## config.mk

```make
export PLATFORM = sky130hd
export DESIGN_NAME = shuffled_minimal_standard_rng
export DESIGN_NICKNAME = d
export VERILOG_FILES = /design/src/rtl/smsrng_pkg.sv /design/src/rtl/smsrng_mulmod.sv /design/src/rtl/shuffled_minimal_standard_rng.sv
export SDC_FILE = /design/constraint.sdc
export NUM_CORES = 2
export LEC_CHECK = 0
export BUFFER_PORTS_ARGS = -buffer_cell sky130_fd_sc_hd__buf_4
export CAP_MARGIN = 20
export CORE_MARGIN = 2
export CORE_UTILIZATION = 45
export CTS_BUF_LIST = sky130_fd_sc_hd__clkbuf_4 sky130_fd_sc_hd__clkbuf_8 sky130_fd_sc_hd__clkbuf_16
export DETAILED_ROUTE_END_ITERATION = 7
export MAX_ROUTING_LAYER = met4
export PLACE_DENSITY = 0.7
export SYNTH_ARGS = -nofsm -noshare
export SYNTH_HDL_FRONTEND = slang
export SYNTH_SLANG_ARGS = --single-unit
```

## constraint.sdc

```tcl
create_clock -name clk_i -period 9 [get_ports clk_i]
set_input_delay 1.8 -clock clk_i [delete_from_list [all_inputs] [get_ports clk_i]]
set_output_delay 1.8 -clock clk_i [all_outputs]
set_load 0.03 [all_outputs]
```

## src/rtl/smsrng_pkg.sv

```systemverilog
`timescale 1ns / 1ps
// constants and types shared by the shuffled minimal standard generator
package smsrng_pkg;

  localparam int unsigned WordW = 31;
  localparam int unsigned MulW  = 15;
  localparam int unsigned ProdW = WordW + MulW;

  localparam logic [MulW-1:0]  MulA = 15'd16807;
  localparam logic [WordW-1:0] ModM = 31'h7FFF_FFFF;

  typedef enum logic [2:0] {
    ST_IDLE,
    ST_SEED_MUL,
    ST_SEED_FOLD,
    ST_DRAW_MUL,
    ST_DRAW_FOLD,
    ST_DIV,
    ST_READ,
    ST_SWAP
  } rng_state_e;

endpackage

```

## src/rtl/smsrng_mulmod.sv

```systemverilog
`timescale 1ns / 1ps
// shared multiply by 16807 and fold modulo 2^31-1, product registered before the fold
module smsrng_mulmod import smsrng_pkg::*; (
  input  logic             clk_i,
  input  logic             load_i,
  input  logic [WordW-1:0] x_i,
  output logic [WordW-1:0] y_o
);

  logic [ProdW-1:0] prod_q;
  logic [WordW:0]   sum;

  always_ff @(posedge clk_i) begin
    if (load_i) begin
      prod_q <= ProdW'(x_i) * ProdW'(MulA);
    end
  end

  // 2^31 == 1 mod m, so high part folds onto low part
  assign sum = {1'b0, prod_q[WordW-1:0]} + (WordW + 1)'(prod_q[ProdW-1:WordW]);
  assign y_o = (sum >= {1'b0, ModM}) ? WordW'(sum - {1'b0, ModM}) : sum[WordW-1:0];

endmodule

```

## src/rtl/shuffled_minimal_standard_rng.sv

```systemverilog
`timescale 1ns / 1ps
// shuffled minimal standard random word generator, top level
//
// Each beat taken on s_axis requests one random word, returned on m_axis.
// s_axis_tdata[0] is the reseed flag; m_axis_tdata[30:0] is the word, and
// the uniform deviate is that word divided by 2^31-1.
// The user must write the seed register through cfg_wr_en_i / cfg_wr_data_i while
// idle; the block itself does not enforce this. One request is in flight at a time;
// s_axis_tready is high only when idle. A draw goes from accept to m_axis_tvalid
// through the shared multiply-fold unit, then forms the table index by constant
// reciprocal multiplication, then does the registered table read and the swap.
// Seeding, on reseed or when the last word is zero, comes first and runs
// TABLE_DEPTH+8 warm-up steps, each of which passes the multiply-fold unit.
// The first request after reset always seeds.
// Reset sets the seed to -1 and clears generator and last word; the table
// holds nothing until seeding fills it.
// A finished word waits in the output register while m_axis_tready is low;
// the next request is accepted but its word is held back until that beat is taken.
module shuffled_minimal_standard_rng import smsrng_pkg::*; #(
  parameter int TABLE_DEPTH = 32
) (
  input  logic        clk_i,
  input  logic        rst_ni,
  input  logic        cfg_wr_en_i,
  input  logic [31:0] cfg_wr_data_i,
  input  logic        s_axis_tvalid,
  output logic        s_axis_tready,
  input  logic [7:0]  s_axis_tdata,   // [0] reseed, [7:1] zero
  output logic        m_axis_tvalid,
  input  logic        m_axis_tready,
  output logic [31:0] m_axis_tdata    // [30:0] random_word, [31] zero
);

  localparam int AW = (TABLE_DEPTH > 1) ? $clog2(TABLE_DEPTH) : 1;
  localparam int CW = $clog2(TABLE_DEPTH + 8);
  localparam int QW = 7;
  localparam int PW = WordW + 32;
  localparam logic [31:0] Bucket = 32'd1 + 32'd2147483646 / 32'(TABLE_DEPTH);
  localparam int BucketW = $clog2(Bucket);
  localparam int RecipSh = WordW + BucketW;
  localparam logic [63:0] RecipWide =
      ((64'd1 << RecipSh) + 64'(Bucket) - 64'd1) / 64'(Bucket);
  localparam logic [31:0] Recip = RecipWide[31:0];

  rng_state_e state_q, state_d;

  logic [31:0]      seed_q;
  logic [WordW-1:0] gen_q, gen_d;
  logic [WordW-1:0] last_q, last_d;
  logic [CW-1:0]    cnt_q, cnt_d;
  logic [AW-1:0]    quo_q, quo_d;
  logic             out_valid_q, out_valid_d;
  logic [WordW-1:0] out_data_q;
  logic             out_load;

  logic [WordW-1:0] mem_q [TABLE_DEPTH];
  logic [WordW-1:0] rd_q;
  logic             mem_we;
  logic [AW-1:0]    mem_waddr;
  logic [WordW-1:0] mem_wdata;
  logic             mem_re;

  logic             mul_load;
  logic [WordW-1:0] mul_y;
  logic [31:0]      seed_mag;
  logic [WordW-1:0] start_val;
  logic             in_acc;
  logic [PW-1:0]    idx_prod;
  logic [QW-1:0]    idx_raw;
  logic [AW-1:0]    slot;

  smsrng_mulmod u_mulmod (
    .clk_i  (clk_i),
    .load_i (mul_load),
    .x_i    (gen_q),
    .y_o    (mul_y)
  );

  assign seed_mag  = 32'd0 - seed_q;
  assign start_val = !seed_q[31] ? WordW'(1) :
                     (seed_mag >= {1'b0, ModM}) ? WordW'(seed_mag - {1'b0, ModM}) :
                     seed_mag[WordW-1:0];

  // last word divided by the bucket size, clamped to the last entry
  assign idx_prod = PW'(last_q) * PW'(Recip);
  assign idx_raw  = QW'(idx_prod >> RecipSh);
  assign slot     = (idx_raw >= QW'(TABLE_DEPTH)) ? AW'(TABLE_DEPTH - 1) :
                    idx_raw[AW-1:0];

  assign s_axis_tready = (state_q == ST_IDLE);
  assign in_acc        = s_axis_tvalid && s_axis_tready;

  always_comb begin
    state_d     = state_q;
    gen_d       = gen_q;
    last_d      = last_q;
    cnt_d       = cnt_q;
    quo_d       = quo_q;
    out_valid_d = out_valid_q;
    out_load    = 1'b0;
    mul_load    = 1'b0;
    mem_we      = 1'b0;
    mem_waddr   = quo_q;
    mem_wdata   = gen_q;
    mem_re      = 1'b0;

    if (m_axis_tvalid && m_axis_tready) begin
      out_valid_d = 1'b0;
    end

    case (state_q)
      ST_IDLE: begin
        if (in_acc) begin
          if (s_axis_tdata[0] || (last_q == '0)) begin
            gen_d   = start_val;
            cnt_d   = CW'(TABLE_DEPTH + 7);
            state_d = ST_SEED_MUL;
          end else begin
            state_d = ST_DRAW_MUL;
          end
        end
      end
      ST_SEED_MUL: begin
        mul_load = 1'b1;
        state_d  = ST_SEED_FOLD;
      end
      ST_SEED_FOLD: begin
        gen_d = mul_y;
        if (cnt_q < CW'(TABLE_DEPTH)) begin
          mem_we    = 1'b1;
          mem_waddr = cnt_q[AW-1:0];
          mem_wdata = mul_y;
        end
        if (cnt_q == '0) begin
          last_d  = mul_y;
          state_d = ST_DRAW_MUL;
        end else begin
          cnt_d   = cnt_q - 1'b1;
          state_d = ST_SEED_MUL;
        end
      end
      ST_DRAW_MUL: begin
        mul_load = 1'b1;
        state_d  = ST_DRAW_FOLD;
      end
      ST_DRAW_FOLD: begin
        gen_d   = mul_y;
        state_d = ST_DIV;
      end
      ST_DIV: begin
        quo_d   = slot;
        state_d = ST_READ;
      end
      ST_READ: begin
        mem_re  = 1'b1;
        state_d = ST_SWAP;
      end
      ST_SWAP: begin
        if (!out_valid_q || m_axis_tready) begin
          last_d      = rd_q;
          mem_we      = 1'b1;
          out_load    = 1'b1;
          out_valid_d = 1'b1;
          state_d     = ST_IDLE;
        end
      end
      default: begin
        state_d = ST_IDLE;
      end
    endcase
  end

  always_ff @(posedge clk_i or negedge rst_ni) begin
    if (!rst_ni) begin
      state_q     <= ST_IDLE;
      seed_q      <= '1;
      gen_q       <= '0;
      last_q      <= '0;
      cnt_q       <= '0;
      out_valid_q <= 1'b0;
    end else begin
      state_q     <= state_d;
      gen_q       <= gen_d;
      last_q      <= last_d;
      cnt_q       <= cnt_d;
      out_valid_q <= out_valid_d;
      if (cfg_wr_en_i) begin
        seed_q <= cfg_wr_data_i;
      end
    end
  end

  always_ff @(posedge clk_i) begin
    quo_q <= quo_d;
    if (out_load) begin
      out_data_q <= rd_q;
    end
  end

  // shuffle table
  always_ff @(posedge clk_i) begin
    if (mem_we) begin
      mem_q[mem_waddr] <= mem_wdata;
    end
    if (mem_re) begin
      rd_q <= mem_q[quo_q];
    end
  end

  assign m_axis_tvalid = out_valid_q;
  assign m_axis_tdata  = {1'b0, out_data_q};

endmodule

```

==> impl_metrics.ini <==
[sta]
rsz0062_at_grt = no
tightest_slew_ps = 1100
slew_headroom_pct = 26.67
hold_viol_final = 0
slew_violations = 0
finalCriticalPeriod_ps = 7077
fin_setup_tns_ps = 0
fmax_ghz = 0.1413
fin_crit_sh_pct = 78.63
clock_skew_ps = 43.15
setup-violations-final = 0

[detailed_routing]
via_count = 32580
via_per_inst = 6.039
wl_per_cell_um = 27.77
drt-total-wl_um = 149800
first_pass_iters = 6
remaining_drc_errors = 0
postRouteAntennaNets = 0
drt-initial-drc-count = 4183

[hold_path]
holdPathEnd = last_q[13]$_DFFE_PN0P_
whs_path_depth = 1
hold_class = reg -> reg
hold_start = last_q[13]$_DFFE_PN0P_

[place]
gp_congestion = 0.9776
placed_cell_area_sq_um = 60380
port_buffers = 70
hpwl_um = 94280

[global_route]
first_global_vias = 31870
antenna_found_initial = 3
track_usage_pct = 23.73
gr-total-overflow = 0
grt_start_max_net_pins = 150
grt_pass1_wl_um = 218900

[die]
die_area_sq_um = 130100
core_area_sq_um = 125900
io_pins = 79
num_rows = 130
die_h_um = 360.6
start_util_pct = 45.46
die_x_um = 360.6

[synthesis]
synthMuxAreaShare_pct = 13.47
syn_inst = 3497
yosysSeqAreaShare_pct = 62.59
ys_ff_latch = 1209
ys_types = 88
yosys.area_share.simple_pct = 5.117
yosys_warnings = 0
synthesis.area_sq_um = 57240
synth_edf_count = 1105
synth_compound_gate_area_share_pct = 5.100
synth_xor_area_share_pct = 1.469
syn-num-nets = 3882
synthAdderAreaFrac_pct = 9.190
synth_top_family_by_area = multiplexers
async_reset_ff_share_pct = 8.602
synth_top_flop_cell = edfxtp_1
avgSynthCellArea_sq_um = 16.37

[critical_path]
crit_arrival_ps = 7540
path_max_fanout = 6
cp-end-kind = flop
ff2ff_setup_slack_ps = 1920
cp_cell_sequence = inv_1 -> fa_1 -> inv_1 -> ha_1 -> fa_1 -> inv_1 -> fa_1 -> inv_1 -> fa_1 -> inv_1 -> fa_1 -> inv_1 -> ha_1 -> nand2_1 -> nand4b_1 -> a211oi_1 -> o21a_1 -> o21bai_1 -> a211oi_1 -> o31ai_1 -> a21oi_1 -> nor2_1 -> xnor2_1
reg2reg_depth = 23
setup.worst_path.start = gen_q[13]$_DFFE_PN0P_
rr_startpoint = gen_q[13]$_DFFE_PN0P_
r2r-end = u_mulmod.prod_q[43]$_DFFE_PP_
cp_num_buf_inv = 6
critPathLaunchType = flop
critPathMaxStageDelay_ps = 660
cpLargestDelayFamily = adder cells
required_ps = 9460
slowest_stage = a211oi_1
critPathKind = reg -> reg
cpMostUsedCell = inv_1

[clock_tree]
cts_setup_buffers = 0
cts_sinks = 1209
cts_inserted_buffers = 119
root_buffer = clkbuf_16
cts_resized = 0
clkLatencyLatePin_ps = 750
clk_transition_reported_paths_ps = 60
cts_hold_buf = 0
cts_tree = yes
cts_max_level = 3
cts_buffer_depth = 3

[finish]
final_common_cell = edfxtp_1
drive_gt1_share_pct = 23.28
fillers = 10070
most-common-layout-cells = 1105 x edfxtp_1, 313 x inv_1, 310 x mux4_2
syn_to_final_growth_pct = 13.23
postLayoutCellArea_sq_um = 64810
fin_nets = 4022

[job]
maxCapViolations = 0

[run_status]
status = finished, final reports clean
synth_stat cells (all sizes together) (20+ instances only):
master | instances | area (sq um)
nand2 | 145 | 544.3
or3 | 22 | 137.6
nand4 | 24 | 150.1
nor3 | 52 | 265.3
nand3 | 48 | 245.2
mux2 | 62 | 698.2
edfxtp | 1105 | 33180
nor2 | 131 | 494.2
and3 | 20 | 125.1
xnor2 | 59 | 516.8
a21o | 31 | 232.7
mux4 | 310 | 6982
clkbuf | 118 | 445.4
fa | 134 | 2683
inv | 314 | 1179
buf | 29 | 125.1
nand2b | 27 | 168.9
dfrtp | 72 | 1802
dfstp | 32 | 840.8
xor2 | 37 | 324.1
o21ai | 100 | 500.5
nor4 | 20 | 152.6
a21oi | 107 | 539.3
ha | 206 | 2577
area by class of cell:
type / instances / area [sq um] / share of cell area, %
flip-flops and latches: 1209 / 35820 / 55.28
multi-input cells: 1827 / 20130 / 31.06
clock buffers: 136 / 3105 / 4.792
well taps: 1650 / 2064 / 3.186
repair buffers: 166 / 1479 / 2.282
inverters: 314 / 1179 / 1.819
clock inverters: 90 / 1018 / 1.572
diodes: 3 / 7.507 / 0.01158
registers in the layout (all words and copies together) (netlist names):
name	flops
cnt_q	6
last_q	31
out_data_q	31
rd_q	31
state_q	3
mem_q	992
seed_q	32
m_axis_tvalid	1
u_mulmod.prod_q	46
quo_q	5
gen_q	31
metrics by stage:
step           hold WS [ps]  util [%]  setup WS [ps]  cells
4_1_cts               481.9     51.24           2073   5374
5_1_grt               510.4     51.48           1568   5394
6_report              488.6     51.48           1923   5395
3_5_place_dp          468.4     47.96           2107   5148
2_1_floorplan         417.4         -           3002   3497
3_3_place_gp          457.4     47.89           2107   5142
worst max path at each step:
stage | endpoint | slack (ps) | depth (start not counted)
after floorplan | u_mulmod.prod_q[44]$_DFFE_PP_ | 3000 | 24
after global placement | u_mulmod.prod_q[43]$_DFFE_PP_ | 2110 | 24
after detailed placement | u_mulmod.prod_q[43]$_DFFE_PP_ | 2110 | 23
after CTS | u_mulmod.prod_q[41]$_DFFE_PP_ | 2070 | 23
after global routing | u_mulmod.prod_q[44]$_DFFE_PP_ | 1570 | 25
final | u_mulmod.prod_q[43]$_DFFE_PP_ | 1920 | 23
logic make-up (layout without fill, tap and decap cells):
| kind of cell | Yosys count | after routing |
|---|---|---|
| other cells | 1 | 4 |
| compound gates | 441 | 441 |
| flops | 1209 | 1209 |
| xor+xnor | 96 | 96 |
| buf+inv | 461 | 706 |
| simple gates | 574 | 574 |
| fa+ha+maj | 340 | 340 |
| mux | 375 | 375 |
worst reg2reg max path, stage by stage (launching register included):
cell and delay [ps]:
dfrtp_1 610, inv_1 270, fa_1 580, inv_1 40, ha_1 290, fa_1 510
inv_1 50, fa_1 470, inv_1 50, fa_1 560, inv_1 70, fa_1 530
inv_1 40, ha_1 370, nand2_1 120, nand4b_1 370, a211oi_1 660, o21a_1 250
o21bai_1 130, a211oi_1 340, o31ai_1 130, a21oi_1 170, nor2_1 90, xnor2_1 120
per-layer routing:
layer	vias up	wire [um]	track usage [%]
li1	13830	-	-
met1	16930	61790	33.57
met2	1576	70110	36.07
met3	234	13690	3.546
met4	0	4196	6.629
met5	-	0	-
Power is left out: the tool's default activity adds up to more than one toggle a clock period on the data nets, which glitch-free logic cannot reach.
